File: config.mk
export PLATFORM = sky130hd
export DESIGN_NAME = fm_iq_decimate_discriminate
export DESIGN_NICKNAME = d
export VERILOG_FILES = /design/src/design/fmdd_pkg.sv /design/src/design/fmdd_ctrl.sv /design/src/design/fmdd_datapath.sv /design/src/design/fm_iq_decimate_discriminate.sv
export SDC_FILE = /design/constraint.sdc
export NUM_CORES = 2
export LEC_CHECK = 0
export BUFFER_PORTS_ARGS = -buffer_cell sky130_fd_sc_hd__buf_4
export CAP_MARGIN = 20
export CORE_MARGIN = 4
export CORE_UTILIZATION = 50
export DETAILED_ROUTE_END_ITERATION = 6
export GPL_TIMING_DRIVEN = 0
export PLACE_DENSITY = 0.68
export SYNTH_ARGS = -nofsm -noshare
export SYNTH_HDL_FRONTEND = slang
export SYNTH_SLANG_ARGS = --single-unit
File: constraint.sdc
create_clock -name clk_i -period 7.8 [get_ports clk_i]
set_input_delay 1.17 -clock clk_i [delete_from_list [all_inputs] [get_ports clk_i]]
set_output_delay 1.17 -clock clk_i [all_outputs]
set_load 0.1 [all_outputs]
File: src/design/fmdd_pkg.sv
// ----------------------------------------------------------------------------
// fmdd_pkg
// Shared types, constants and the arctangent table for the FM discriminator.
// ----------------------------------------------------------------------------
package fmdd_pkg;

  localparam int AngleStepsDef = 16;   // default CORDIC iteration count
  localparam int TabLen        = 24;   // entries in the arctangent table
  localparam int StepW         = 5;    // wide enough to index TabLen entries
  localparam int FracBits      = 24;   // fraction bits of the CORDIC x/y words
  localparam int ProdW         = 32;   // 16x16 signed product
  localparam int AccW          = 33;   // re/im of z * conj(z_prev)
  localparam int XyW           = 60;   // AccW + FracBits + growth guard
  localparam int ZW            = 34;   // angle, units of pi/2^31
  localparam int CfgIdxW       = 8;
  localparam int CfgDataW      = 8;

  localparam logic signed [ZW-1:0] PiUnits = ZW'(64'sd2147483648);

  // register indexes of the configuration port
  localparam logic [CfgIdxW-1:0] CfgRotateEnable = CfgIdxW'(0);
  localparam logic [CfgIdxW-1:0] CfgDecimation   = CfgIdxW'(1);

  // products taken in order: cr*pr, cj*pj, cj*pr, cr*pj
  localparam logic [1:0] ProdCrPr = 2'd0;
  localparam logic [1:0] ProdCjPj = 2'd1;
  localparam logic [1:0] ProdCjPr = 2'd2;
  localparam logic [1:0] ProdCrPj = 2'd3;

  typedef enum logic [2:0] {
    ST_IDLE,
    ST_MUL,
    ST_ACC,
    ST_INIT,
    ST_ITER,
    ST_FINISH
  } state_e;

  typedef struct packed {
    logic             take;      // accept one pair, update sums
    logic             mul;       // register one product
    logic             acc;       // fold the product into re/im
    logic             init;      // load CORDIC x/y/z, roll sample history
    logic             iter;      // one CORDIC micro-rotation
    logic             load_out;  // scale angle into the output register
    logic [1:0]       prod_sel;
    logic [StepW-1:0] step;
  } cmd_t;

  typedef struct packed {
    logic emit;      // pair being offered completes a decimated sample
    logic im_zero;   // imaginary part is zero: angle is 0 or pi directly
    logic out_free;  // output register can take a new beat
  } status_t;

  // atan(2^-i) in units of pi/2^31
  function automatic logic signed [ZW-1:0] atan_step(input logic [StepW-1:0] idx);
    logic signed [ZW-1:0] v;
    unique case (idx)
      5'd0:    v = 34'sd536870912;
      5'd1:    v = 34'sd316933406;
      5'd2:    v = 34'sd167458907;
      5'd3:    v = 34'sd85004756;
      5'd4:    v = 34'sd42667331;
      5'd5:    v = 34'sd21354465;
      5'd6:    v = 34'sd10679838;
      5'd7:    v = 34'sd5340245;
      5'd8:    v = 34'sd2670163;
      5'd9:    v = 34'sd1335087;
      5'd10:   v = 34'sd667544;
      5'd11:   v = 34'sd333772;
      5'd12:   v = 34'sd166886;
      5'd13:   v = 34'sd83443;
      5'd14:   v = 34'sd41722;
      5'd15:   v = 34'sd20861;
      5'd16:   v = 34'sd10430;
      5'd17:   v = 34'sd5215;
      5'd18:   v = 34'sd2608;
      5'd19:   v = 34'sd1304;
      5'd20:   v = 34'sd652;
      5'd21:   v = 34'sd326;
      5'd22:   v = 34'sd163;
      5'd23:   v = 34'sd81;
      default: v = '0;
    endcase
    return v;
  endfunction

endpackage

File: src/design/fmdd_ctrl.sv
// ----------------------------------------------------------------------------
// fmdd_ctrl
// Sequencer: pair intake, four shared-multiplier products, CORDIC, output.
// ----------------------------------------------------------------------------
module fmdd_ctrl #(
  parameter int ANGLE_STEPS = fmdd_pkg::AngleStepsDef
) (
  input  logic              clk_i,
  input  logic              rst_ni,
  input  logic              in_valid_i,
  output logic              in_ready_o,
  input  fmdd_pkg::status_t status_i,
  output fmdd_pkg::cmd_t    cmd_o
);
  import fmdd_pkg::*;

  localparam logic [StepW-1:0] LastStep = StepW'(ANGLE_STEPS - 1);

  state_e           state_q, state_d;
  logic [1:0]       prod_q, prod_d;
  logic [StepW-1:0] step_q, step_d;

  always_ff @(posedge clk_i or negedge rst_ni) begin
    if (!rst_ni) begin
      state_q <= ST_IDLE;
      prod_q  <= '0;
      step_q  <= '0;
    end else begin
      state_q <= state_d;
      prod_q  <= prod_d;
      step_q  <= step_d;
    end
  end

  always_comb begin
    state_d        = state_q;
    prod_d         = prod_q;
    step_d         = step_q;
    in_ready_o     = 1'b0;
    cmd_o          = '0;
    cmd_o.prod_sel = prod_q;
    cmd_o.step     = step_q;
    unique case (state_q)
      ST_IDLE: begin
        in_ready_o = 1'b1;
        if (in_valid_i) begin
          cmd_o.take = 1'b1;
          if (status_i.emit) begin
            prod_d  = ProdCrPr;
            state_d = ST_MUL;
          end
        end
      end
      ST_MUL: begin
        cmd_o.mul = 1'b1;
        state_d   = ST_ACC;
      end
      ST_ACC: begin
        cmd_o.acc = 1'b1;
        if (prod_q == ProdCrPj) begin
          state_d = ST_INIT;
        end else begin
          prod_d  = prod_q + 2'd1;
          state_d = ST_MUL;
        end
      end
      ST_INIT: begin
        cmd_o.init = 1'b1;
        step_d     = '0;
        state_d    = status_i.im_zero ? ST_FINISH : ST_ITER;
      end
      ST_ITER: begin
        cmd_o.iter = 1'b1;
        if (step_q == LastStep) begin
          state_d = ST_FINISH;
        end else begin
          step_d = step_q + StepW'(1);
        end
      end
      ST_FINISH: begin
        if (status_i.out_free) begin
          cmd_o.load_out = 1'b1;
          state_d        = ST_IDLE;
        end
      end
      default: state_d = ST_IDLE;
    endcase
  end

endmodule

File: src/design/fmdd_datapath.sv
// ----------------------------------------------------------------------------
// fmdd_datapath
// Rotation, integrate-and-dump sums, cross product, CORDIC and output beat.
// ----------------------------------------------------------------------------
module fmdd_datapath (
  input  logic                             clk_i,
  input  logic                             rst_ni,
  input  logic                             cfg_we_i,
  input  logic [fmdd_pkg::CfgIdxW-1:0]     cfg_index_i,
  input  logic [fmdd_pkg::CfgDataW-1:0]    cfg_data_i,
  input  logic [7:0]                       in_i_i,
  input  logic [7:0]                       in_q_i,
  input  fmdd_pkg::cmd_t                   cmd_i,
  output fmdd_pkg::status_t                status_o,
  output logic                             out_valid_o,
  input  logic                             out_ready_i,
  output logic signed [15:0]               out_sample_o
);
  import fmdd_pkg::*;

  logic              rot_en_q;
  logic [7:0]        decim_q;
  logic [1:0]        phase_q;
  logic [7:0]        count_q;
  logic signed [15:0] sum_i_q, sum_q_q, last_i_q, last_q_q;
  logic signed [ProdW-1:0] prod_q;
  logic signed [AccW-1:0]  re_q, im_q;
  logic signed [XyW-1:0]   x_q, y_q;
  logic signed [ZW-1:0]    z_q;
  logic              out_valid_q;
  logic signed [15:0] out_data_q;

  // ---- configuration and pair intake
  logic [7:0]        rot_i, rot_q, count_inc;
  logic signed [15:0] sum_i_d, sum_q_d;

  always_comb begin
    rot_i = in_i_i;
    rot_q = in_q_i;
    if (rot_en_q) begin
      unique case (phase_q)
        2'd1: begin rot_i = ~in_q_i; rot_q = in_i_i;  end
        2'd2: begin rot_i = ~in_i_i; rot_q = ~in_q_i; end
        2'd3: begin rot_i = in_q_i;  rot_q = ~in_i_i; end
        default: ;
      endcase
    end
  end

  assign sum_i_d   = sum_i_q + $signed({8'd0, rot_i}) - 16'sd127;
  assign sum_q_d   = sum_q_q + $signed({8'd0, rot_q}) - 16'sd127;
  assign count_inc = count_q + 8'd1;

  always_ff @(posedge clk_i or negedge rst_ni) begin
    if (!rst_ni) begin
      rot_en_q <= 1'b0;
      decim_q  <= 8'd1;
      phase_q  <= '0;
      count_q  <= '0;
      sum_i_q  <= '0;
      sum_q_q  <= '0;
      last_i_q <= '0;
      last_q_q <= '0;
    end else begin
      if (cfg_we_i && cfg_index_i == CfgRotateEnable) rot_en_q <= cfg_data_i[0];
      if (cfg_we_i && cfg_index_i == CfgDecimation)   decim_q  <= cfg_data_i;
      if (cmd_i.take) begin
        phase_q <= phase_q + 2'd1;
        sum_i_q <= sum_i_d;
        sum_q_q <= sum_q_d;
        count_q <= status_o.emit ? 8'd0 : count_inc;
      end
      if (cmd_i.init) begin
        last_i_q <= sum_i_q;
        last_q_q <= sum_q_q;
        sum_i_q  <= '0;
        sum_q_q  <= '0;
      end
    end
  end

  // ---- cross product on one shared multiplier
  logic signed [15:0] mul_a, mul_b;
  logic signed [AccW-1:0] prod_ext;

  always_comb begin
    unique case (cmd_i.prod_sel)
      ProdCrPr: begin mul_a = sum_i_q; mul_b = last_i_q; end
      ProdCjPj: begin mul_a = sum_q_q; mul_b = last_q_q; end
      ProdCjPr: begin mul_a = sum_q_q; mul_b = last_i_q; end
      default:  begin mul_a = sum_i_q; mul_b = last_q_q; end
    endcase
  end

  assign prod_ext = AccW'(prod_q);

  // ---- CORDIC vectoring
  logic signed [XyW-1:0] re_w, im_w, xs, ys;
  logic signed [ZW-1:0]  atan_v;

  assign re_w   = XyW'(re_q) <<< FracBits;
  assign im_w   = XyW'(im_q) <<< FracBits;
  assign xs     = x_q >>> cmd_i.step;
  assign ys     = y_q >>> cmd_i.step;
  assign atan_v = atan_step(cmd_i.step);

  always_ff @(posedge clk_i) begin
    if (cmd_i.mul) prod_q <= ProdW'(mul_a) * ProdW'(mul_b);
    if (cmd_i.acc) begin
      unique case (cmd_i.prod_sel)
        ProdCrPr: re_q <= prod_ext;
        ProdCjPj: re_q <= re_q + prod_ext;
        ProdCjPr: im_q <= prod_ext;
        default:  im_q <= im_q - prod_ext;
      endcase
    end
    if (cmd_i.init) begin
      priority if (im_q == '0) begin
        x_q <= re_w;
        y_q <= im_w;
        z_q <= re_q[AccW-1] ? PiUnits : '0;
      end else if (re_q[AccW-1]) begin
        // left half plane: flip by pi first
        x_q <= -re_w;
        y_q <= -im_w;
        z_q <= im_q[AccW-1] ? -PiUnits : PiUnits;
      end else begin
        x_q <= re_w;
        y_q <= im_w;
        z_q <= '0;
      end
    end
    if (cmd_i.iter) begin
      if (!y_q[XyW-1]) begin
        x_q <= x_q + ys;
        y_q <= y_q - xs;
        z_q <= z_q + atan_v;
      end else begin
        x_q <= x_q - ys;
        y_q <= y_q + xs;
        z_q <= z_q - atan_v;
      end
    end
  end

  // ---- angle to audio: trunc(z * 32767 / 2^31), clamped
  localparam int ScW = ZW + 16;
  localparam int QuW = ScW - 31;
  logic signed [ScW-1:0] scaled, biased;
  logic signed [QuW-1:0] quo;
  logic signed [15:0]    sample;

  assign scaled = (ScW'(z_q) <<< 15) - ScW'(z_q);
  assign biased = scaled[ScW-1] ? scaled + ScW'(64'sd2147483647) : scaled;
  assign quo    = biased[ScW-1:31];

  always_comb begin
    priority if (quo > QuW'(32767))   sample = 16'sh7FFF;
    else if (quo < -QuW'(32768))      sample = 16'sh8000;
    else                              sample = quo[15:0];
  end

  // ---- output register
  always_ff @(posedge clk_i or negedge rst_ni) begin
    if (!rst_ni) begin
      out_valid_q <= 1'b0;
    end else if (cmd_i.load_out) begin
      out_valid_q <= 1'b1;
    end else if (out_ready_i) begin
      out_valid_q <= 1'b0;
    end
  end

  always_ff @(posedge clk_i) begin
    if (cmd_i.load_out) out_data_q <= sample;
  end

  assign status_o.emit     = count_inc >= decim_q;
  assign status_o.im_zero  = im_q == '0;
  assign status_o.out_free = !out_valid_q || out_ready_i;
  assign out_valid_o       = out_valid_q;
  assign out_sample_o      = out_data_q;

endmodule

File: src/design/fm_iq_decimate_discriminate.sv
// ----------------------------------------------------------------------------
// fm_iq_decimate_discriminate
// FM quadrature discriminator with integrate-and-dump decimation.
// ----------------------------------------------------------------------------
// Usage:
//   s_axis carries one IQ pair per beat (offset-binary bytes). Pairs are
//   optionally turned by a 0/90/180/270 degree sequence, re-centered on 127
//   and summed; every `decimation` pairs the sum becomes one complex sample.
//   m_axis carries the phase step from the previous sample, pi -> 32767.
//   cfg: index 0 = rotate_enable, index 1 = decimation; write only while idle.
// Sequence:
//   A pair that does not close a sample is taken in ST_IDLE. A closing pair
//   is taken, then forms four products through one 16x16 multiplier (a
//   multiply and an accumulate state each), loads the CORDIC, runs
//   ANGLE_STEPS micro-rotations (one per cycle) and loads its m_axis beat.
//   An angle of exactly 0 or pi skips the CORDIC iterations.
// Reset clears sums, history, phase, count and config (decimation = 1).
// Stall: the result sits in an output register; new pairs are still taken
//   until the next closing pair, which waits in its last step for the slot.
// ----------------------------------------------------------------------------
module fm_iq_decimate_discriminate #(
  parameter int ANGLE_STEPS = fmdd_pkg::AngleStepsDef
) (
  input  logic                          clk_i,
  input  logic                          rst_ni,
  // config write channel
  input  logic                          cfg_valid_i,
  output logic                          cfg_ready_o,
  input  logic [fmdd_pkg::CfgIdxW-1:0]  cfg_index_i,
  input  logic [fmdd_pkg::CfgDataW-1:0] cfg_data_i,
  // input pairs
  input  logic                          s_axis_tvalid,
  output logic                          s_axis_tready,
  input  logic [15:0]                   s_axis_tdata,  // [7:0] in_i, [15:8] in_q
  // output samples
  output logic                          m_axis_tvalid,
  input  logic                          m_axis_tready,
  output logic [15:0]                   m_axis_tdata   // [15:0] audio_sample
);
  import fmdd_pkg::*;

  cmd_t              cmd;
  status_t           status;
  logic signed [15:0] sample;

  assign cfg_ready_o  = 1'b1;
  assign m_axis_tdata = sample;

  fmdd_ctrl #(
    .ANGLE_STEPS (ANGLE_STEPS)
  ) u_ctrl (
    .clk_i      (clk_i),
    .rst_ni     (rst_ni),
    .in_valid_i (s_axis_tvalid),
    .in_ready_o (s_axis_tready),
    .status_i   (status),
    .cmd_o      (cmd)
  );

  fmdd_datapath u_datapath (
    .clk_i        (clk_i),
    .rst_ni       (rst_ni),
    .cfg_we_i     (cfg_valid_i),
    .cfg_index_i  (cfg_index_i),
    .cfg_data_i   (cfg_data_i),
    .in_i_i       (s_axis_tdata[7:0]),
    .in_q_i       (s_axis_tdata[15:8]),
    .cmd_i        (cmd),
    .status_o     (status),
    .out_valid_o  (m_axis_tvalid),
    .out_ready_i  (m_axis_tready),
    .out_sample_o (sample)
  );

endmodule

Yosys cells after proc, flatten, opt, wreduce, memory -nomap -nowiden. Memory sizes are Yosys's and may differ from the RTL's. Index checks and enable logic that the tools add are counted.

Flip-flop bits (word level): 362. ROM bits: 960. Input bits: 37. Output and inout port bits: 19. Word-level logic and storage cells: 146. Memories kept: 1.

Memories: (name not given) (words 32, bits a word 30, read ports 1, clocked after memory_dff 0, wr ports 0, RTL line fmdd_pkg.sv:59) `unique case (idx)`.

Add/sub/neg operators: 20. Multiply operators: 1. $lt $le $gt $ge: 3. Equal/unequal tests: 19. Shift operators: 2. Multiplexer cells: 56. Bitwise gates (word level): 3. Reductions and logical operators: 22.

Operators by type and width (count): two-way mux 60 bit (10); two-way mux 34 bit (6); case mux 33 bit (2 select lines) (2); adder 60 bit (2); negator 57 -> 60 bit (2); >>> shifter 60 x 5 -> 60 bit (2); subtractor 60 bit (2); two-way mux 16 bit (7); adder 50 x 32 -> 50 bit, second input constant (1); two-way mux 50 bit (1); subtractor 49 x 34 -> 50 bit (1); case mux 8 bit (3 select lines) (2); adder 34 bit (1); subtractor 34 bit (1); adder 33 x 32 -> 33 bit (1); zero test 33 bit (1); subtractor 33 x 32 -> 33 bit (1); adder 16 x 9 -> 16 bit (2); multiplier 16 x 16 -> 32 bit (1); two-way mux 32 bit (1); subtractor 16 x 8 -> 16 bit, second input constant (2); two-way mux 8 bit (3); greater-than comparator 19 x 16 -> 1 bit, second input constant (1); < comparator 19 x 16 -> 1 bit, second input constant (1); other kinds (32) (72).

Depth between registers and ports, before layout.
Word-level depth: 7. Depth in mapped cells: 34.

Cells and area by module. From an unflattened synthesis, not the netlist that was laid out.

Cell total of the unflattened synthesis: 5873. Area, all modules: 51538.2 um^2.

Modules (own cells, without submodules): fmdd_datapath (times used 1, cells an instance 5806, area each 50893.8 um^2, sequential area each 10151.0 um^2); fmdd_ctrl (times used 1, cells an instance 65, area each 633.1 um^2, sequential area each 250.2 um^2); fm_iq_decimate_discriminate (times used 1, cells an instance 2, area each 11.3 um^2, sequential area each 0.0 um^2).

Least setup slack after synthesis. Ideal clock, no wire load.

Path kind: reg-to-reg. From: register u_ctrl.prod_q[0]. To: register u_datapath.prod_q[31] (data pin). Arrival time: 8233 ps. Required time: 7540 ps. Path slack: -693 ps. Stages on the path, launching flop included: 29. Path buffers: 2. Clock period less this slack: 8493 ps. Cell sequence: dfrtp_1 inv_1 ha_1 nor2_1 clkbuf_1 mux2i_1 clkbuf_1 nor2_1 fa_1 inv_1 fa_1 fa_1 fa_1 inv_1 fa_1 inv_1 fa_1 inv_1 ha_1 a21o_1 a21oi_1 o21ai_0 a2111oi_0 o31ai_1 o41ai_1 o211ai_1 a41o_1 a21oi_1 xnor2_1.

Longest elaborated chain between the ends: 4.

RTL lines: from (decl) (RTL line fmdd_ctrl.sv:20) `logic [1:0] prod_q, prod_d;`; from (signal assigned) (RTL line fmdd_ctrl.sv:30) `prod_q <= prod_d;`; == test 2 x 1 -> 1 bit, or another cell as far along (RTL line fmdd_datapath.sv:87) `unique case (cmd_i.prod_sel)`; OR reduction 2 bit (no line); two-way mux 16 bit (RTL line fmdd_datapath.sv:87); multiplier 16 x 16 -> 32 bit * (RTL line fmdd_datapath.sv:108) `if (cmd_i.mul) prod_q <= ProdW'(mul_a) * ProdW'(mul_b);`; to (signal assigned) (RTL line fmdd_datapath.sv:108); to (decl) (RTL line fmdd_datapath.sv:26) `logic signed [ProdW-1:0] prod_q;`.

Mark *: on every way between the ends. The rest lies on a longest branch, timed or not. A chain may end at the register's enable or synchronous reset.

Worst setup path after layout.
From: register u_ctrl.step_q[3]. To: register u_datapath.y_q[43] (data pin).

Longest elaborated chain between the ends: 4.

RTL lines: from (decl) (RTL line fmdd_ctrl.sv:21) `logic [StepW-1:0] step_q, step_d;`; from (signal assigned) (RTL line fmdd_ctrl.sv:31) `step_q <= step_d;`; >>> shifter 60 x 5 -> 60 bit * (RTL line fmdd_datapath.sv:103) `assign xs = x_q >>> cmd_i.step;`; subtractor 60 bit / adder 60 bit (equally long branches) (RTL line fmdd_datapath.sv:136, fmdd_datapath.sv:140); two-way mux 60 bit * (RTL line fmdd_datapath.sv:134) `if (!y_q[XyW-1]) begin`; two-way mux 60 bit * (RTL line fmdd_datapath.sv:133) `if (cmd_i.iter) begin`; to (signal assigned) (RTL line fmdd_datapath.sv:129) `y_q <= im_w;`; to (signal assigned) (RTL line fmdd_datapath.sv:136) `y_q <= y_q - xs;`; to (signal assigned) (RTL line fmdd_datapath.sv:140) `y_q <= y_q + xs;`; to (decl) (RTL line fmdd_datapath.sv:28) `logic signed [XyW-1:0] x_q, y_q;`.

Marked as above.

==> results by group <==
Outcome
  – Outcome: finished, violations left
  – Failing checks: DRC

Job
  – Max-cap violations: 0

Routing
  – Iter 0 DRT Violations: 5497
  – WL/cell: 26.05 µm
  – Vias: 48170
  – Vias/cell: 6.393
  – DRT Pass-1 Iters: 7
  – Final WL: 196.3 mm
  – Antenna-violating nets left: 0
  – Post-route DRC: 12

Floorplanning
  – Total die area: 0.1093 mm²
  – Core ar.: 0.1035 mm²
  – Die Ht: 330.7 µm
  – I/O Pins: 56
  – Starting Density: 50.30%
  – Die width: 330.7 µm
  – FP Rows: 118

Critical path
  – Slowest cell on crit path: xnor2_1
  – Crit path required time: 8.17 ns
  – WP buf/inv: 10
  – Crit end category: flip-flop
  – Internal reg-to-reg setup slack: 0.1 ns
  – Critical path class: reg -> reg
  – Worst Path Arrival: 8.07 ns
  – Family with the most delay on the worst path: compound AO/OA/AOI/OAI gates
  – Critical Path Start Type: flip-flop
  – Crit Path Max Fanout: 10
  – Largest stage delay, worst path: 0.73 ns
  – Most used cell, CP: buf_4
  – Worst reg2reg endpoint: u_datapath.y_q[43]
  – R2r startpoint: u_ctrl.step_q[3]
  – Reg2Reg Depth: 30

Finish
  – Nets: 6823
  – Final Instance Area: 0.05814 mm²
  – Fillers: 9321
  – Share of cells above drive strength 1: 13.80%
  – Area grow syn2layout: 11.69%

CTS
  – Worst-Skew Late Latency: 0.67 ns
  – CTS Sinks: 362
  – CTS tree: yes
  – # H-tree levels: 2
  – Worst-path clk slew: 0.06 ns
  – CTS Buffer Depth: 3
  – TritonCTS Buffers: 47
  – Clk Tree Root Cell: clkbuf_16

STA
  – Fin Hold WS: 0.4624 ns
  – Fin. max-slew vios: 0
  – Least-Margin Pin Slew: 1.249 ns
  – Final Hold Fails: 0
  – Maximum clock frequency: 0.1298 GHz
  – Slew Limit Headroom: 16.73%
  – Final setup viols: 0
  – RSZ-0062 raised after global routing: yes
  – Clock Skew: 0.02980 ns
  – Minimum clock period: 7.704 ns
  – Fin crit share: 98.77%

Yosys
  – Ys Warns: 0
  – Main synth FF type: edfxtp_1
  – Cell area after synthesis: 0.05206 mm²
  – Library cells used by synthesis: 111
  – Synth Register Bits: 362
  – Yosys top cell area share: 15.46%
  – Seq/Total Area, Yosys: 19.98%
  – Synth Instances: 5909
  – Syn nets: 6620
  – Synth top area cells: edfxtp_1 15%, fa_1 10%, ha_1 9.7%, mux4_2 7.4%, xnor2_1 4.8%
  – Most common cell in the synthesized netlist: inv_1
  – Async set-reset flop share out of synthesis: 25.97%
  – Synth top cells by count: 569 x inv_1, 545 x nand2_1, 534 x nor2_1
  – Synth area leader: edfxtp_1
  – Number of synthesized flops with an enable pin: 268
  – Synth Area per Inst: 8.810 µm²

Global routing
  – Largest net degree at the start of global routing: 67
  – Vias in the first global route: 45830
  – Overflow after GRT: 0
  – Initial antenna violation count: 9
  – Tot GR Track Use: 35.27%
  – First-pass GRT wire length: 290.9 mm

Place
  – DP Area: 0.05449 mm²
  – HPWL Detailed: 155.6 mm
  – Buffers on Ports: 54
  – GPL Wtd Cong: 1.065

Min path
  – Min-delay worst type: in -> async
## registers in the layout (all words and copies together), names as in the netlist
register and flops:
u_ctrl.step_q 5, u_datapath.im_q 33, u_ctrl.state_q 3, u_datapath.last_q_q 16, u_datapath.phase_q 2, u_datapath.count_q 8
u_datapath.sum_i_q 16, u_datapath.prod_q 32, u_datapath.out_valid_o 1, u_datapath.y_q 60, u_datapath.x_q 60, u_datapath.rot_en_q 1
u_datapath.sum_q_q 16, u_datapath.re_q 33, u_datapath.out_sample_o 16, u_datapath.last_i_q 16, u_datapath.decim_q 8, u_ctrl.prod_q 2
u_datapath.z_q 34
## timing repair
action	CTS	global route
gates resized for setup	175	201
setup buffers	44	49
gates cloned	0	1
endpoints found under the setup margin	123	45
hold buffers	0	0
pin swaps	25	70
## placed cells by master, fill, tap and decap left out, types with 24 or more instances in the layout
cell type,synthesis,final
a211oi_1,34,32
a21o_1,156,156
fa_1,269,263
and3_1,45,44
inv_1,569,556
xor2_1,205,198
o21a_1,61,58
edfxtp_1,268,268
buf_2,35,25
buf_4,10,155
and2_1,46,46
nand2_1,545,540
nor2_1,534,525
o21ai_1,22,28
nand3_1,129,128
a21oi_1,418,404
nor3_1,118,111
mux2_2,87,83
nor2b_1,48,48
nand2b_1,71,71
mux2i_1,116,90
xnor2_1,284,272
o31ai_1,35,33
buf_6,19,39
a31oi_1,92,92
or2_2,24,24
o21bai_1,36,36
nand4_1,35,35
o211ai_1,30,30
o21ai_0,368,351
mux4_2,172,174
clkbuf_16,0,50
clkbuf_1,155,125
ha_1,405,389
dfrtp_1,93,92
## worst max path at each step
stage / from / slack, ns / end / depth (start not counted)
2_1_floorplan: u_ctrl.prod_q[0] / 0.02 / u_datapath.prod_q[31] / 27
3_3_place_gp: u_ctrl.step_q[4] / -3.17 / u_datapath.x_q[58] / 30
3_5_place_dp: u_ctrl.step_q[4] / -2.70 / u_datapath.x_q[59] / 30
4_1_cts: u_ctrl.prod_q[1] / -0.08 / u_datapath.prod_q[31] / 28
5_1_grt: u_ctrl.step_q[1] / -0.09 / u_datapath.y_q[56] / 30
6_report: u_ctrl.step_q[3] / 0.1 / u_datapath.y_q[43] / 30
## cells by family (layout without fill, tap and decap cells)
family / after synthesis / in the layout / share of synthesized area (%)
AO/OA/AOI/OAI: 1442 / 1442 / 17.23
other: 1 / 5 / 0.007203
adder cells (fa/ha/maj): 674 / 674 / 20.08
multiplexers: 396 / 397 / 12.57
XOR/XNOR: 489 / 489 / 8.227
flip-flops: 362 / 362 / 19.98
buffers and inverters: 832 / 1072 / 6.689
AND/OR/NAND/NOR: 1713 / 1713 / 15.22
## final cells by class
cell class / count / area [µm²] / area share, %
flip-flops and latches: 362 / 10410 / 17.90
repair buffers: 162 / 1384 / 2.380
well taps: 1380 / 1727 / 2.970
clock buffers: 58 / 1280 / 2.201
clock inverters: 29 / 299.0 / 0.5143
inverters: 575 / 2170 / 3.731
diodes: 4 / 10.01 / 0.01722
multi-input cells: 4716 / 39260 / 67.53
plain buffers: 248 / 1608 / 2.765
## metrics by stage
stage | std cells | worst slack [ns] | utilization, % | TNS [ns]
2_1_floorplan | 5909 | 0.01649 | - | 0
3_3_place_gp | 7343 | -3.172 | 52.38 | -483.95
3_5_place_dp | 7360 | -2.699 | 52.65 | -161.96
4_1_cts | 7488 | -0.08243 | 55.19 | -0.08243
5_1_grt | 7530 | -0.09356 | 56.17 | -0.1932
6_report | 7534 | 0.09567 | 56.18 | 0
## layer usage
layer / vias up / part of all wire [%] / GRT usage [%]
li1: 21430 / - / -
met1: 23450 / 40 / 47.55
met2: 2715 / 43 / 53.10
met3: 567 / 11 / 8.235
met4: 2 / 6.0 / 18.07
met5: - / 0.0056 / 0
Power is not shown: default switching activity piles up to over one toggle a cycle in this logic, so the estimate is an artifact.
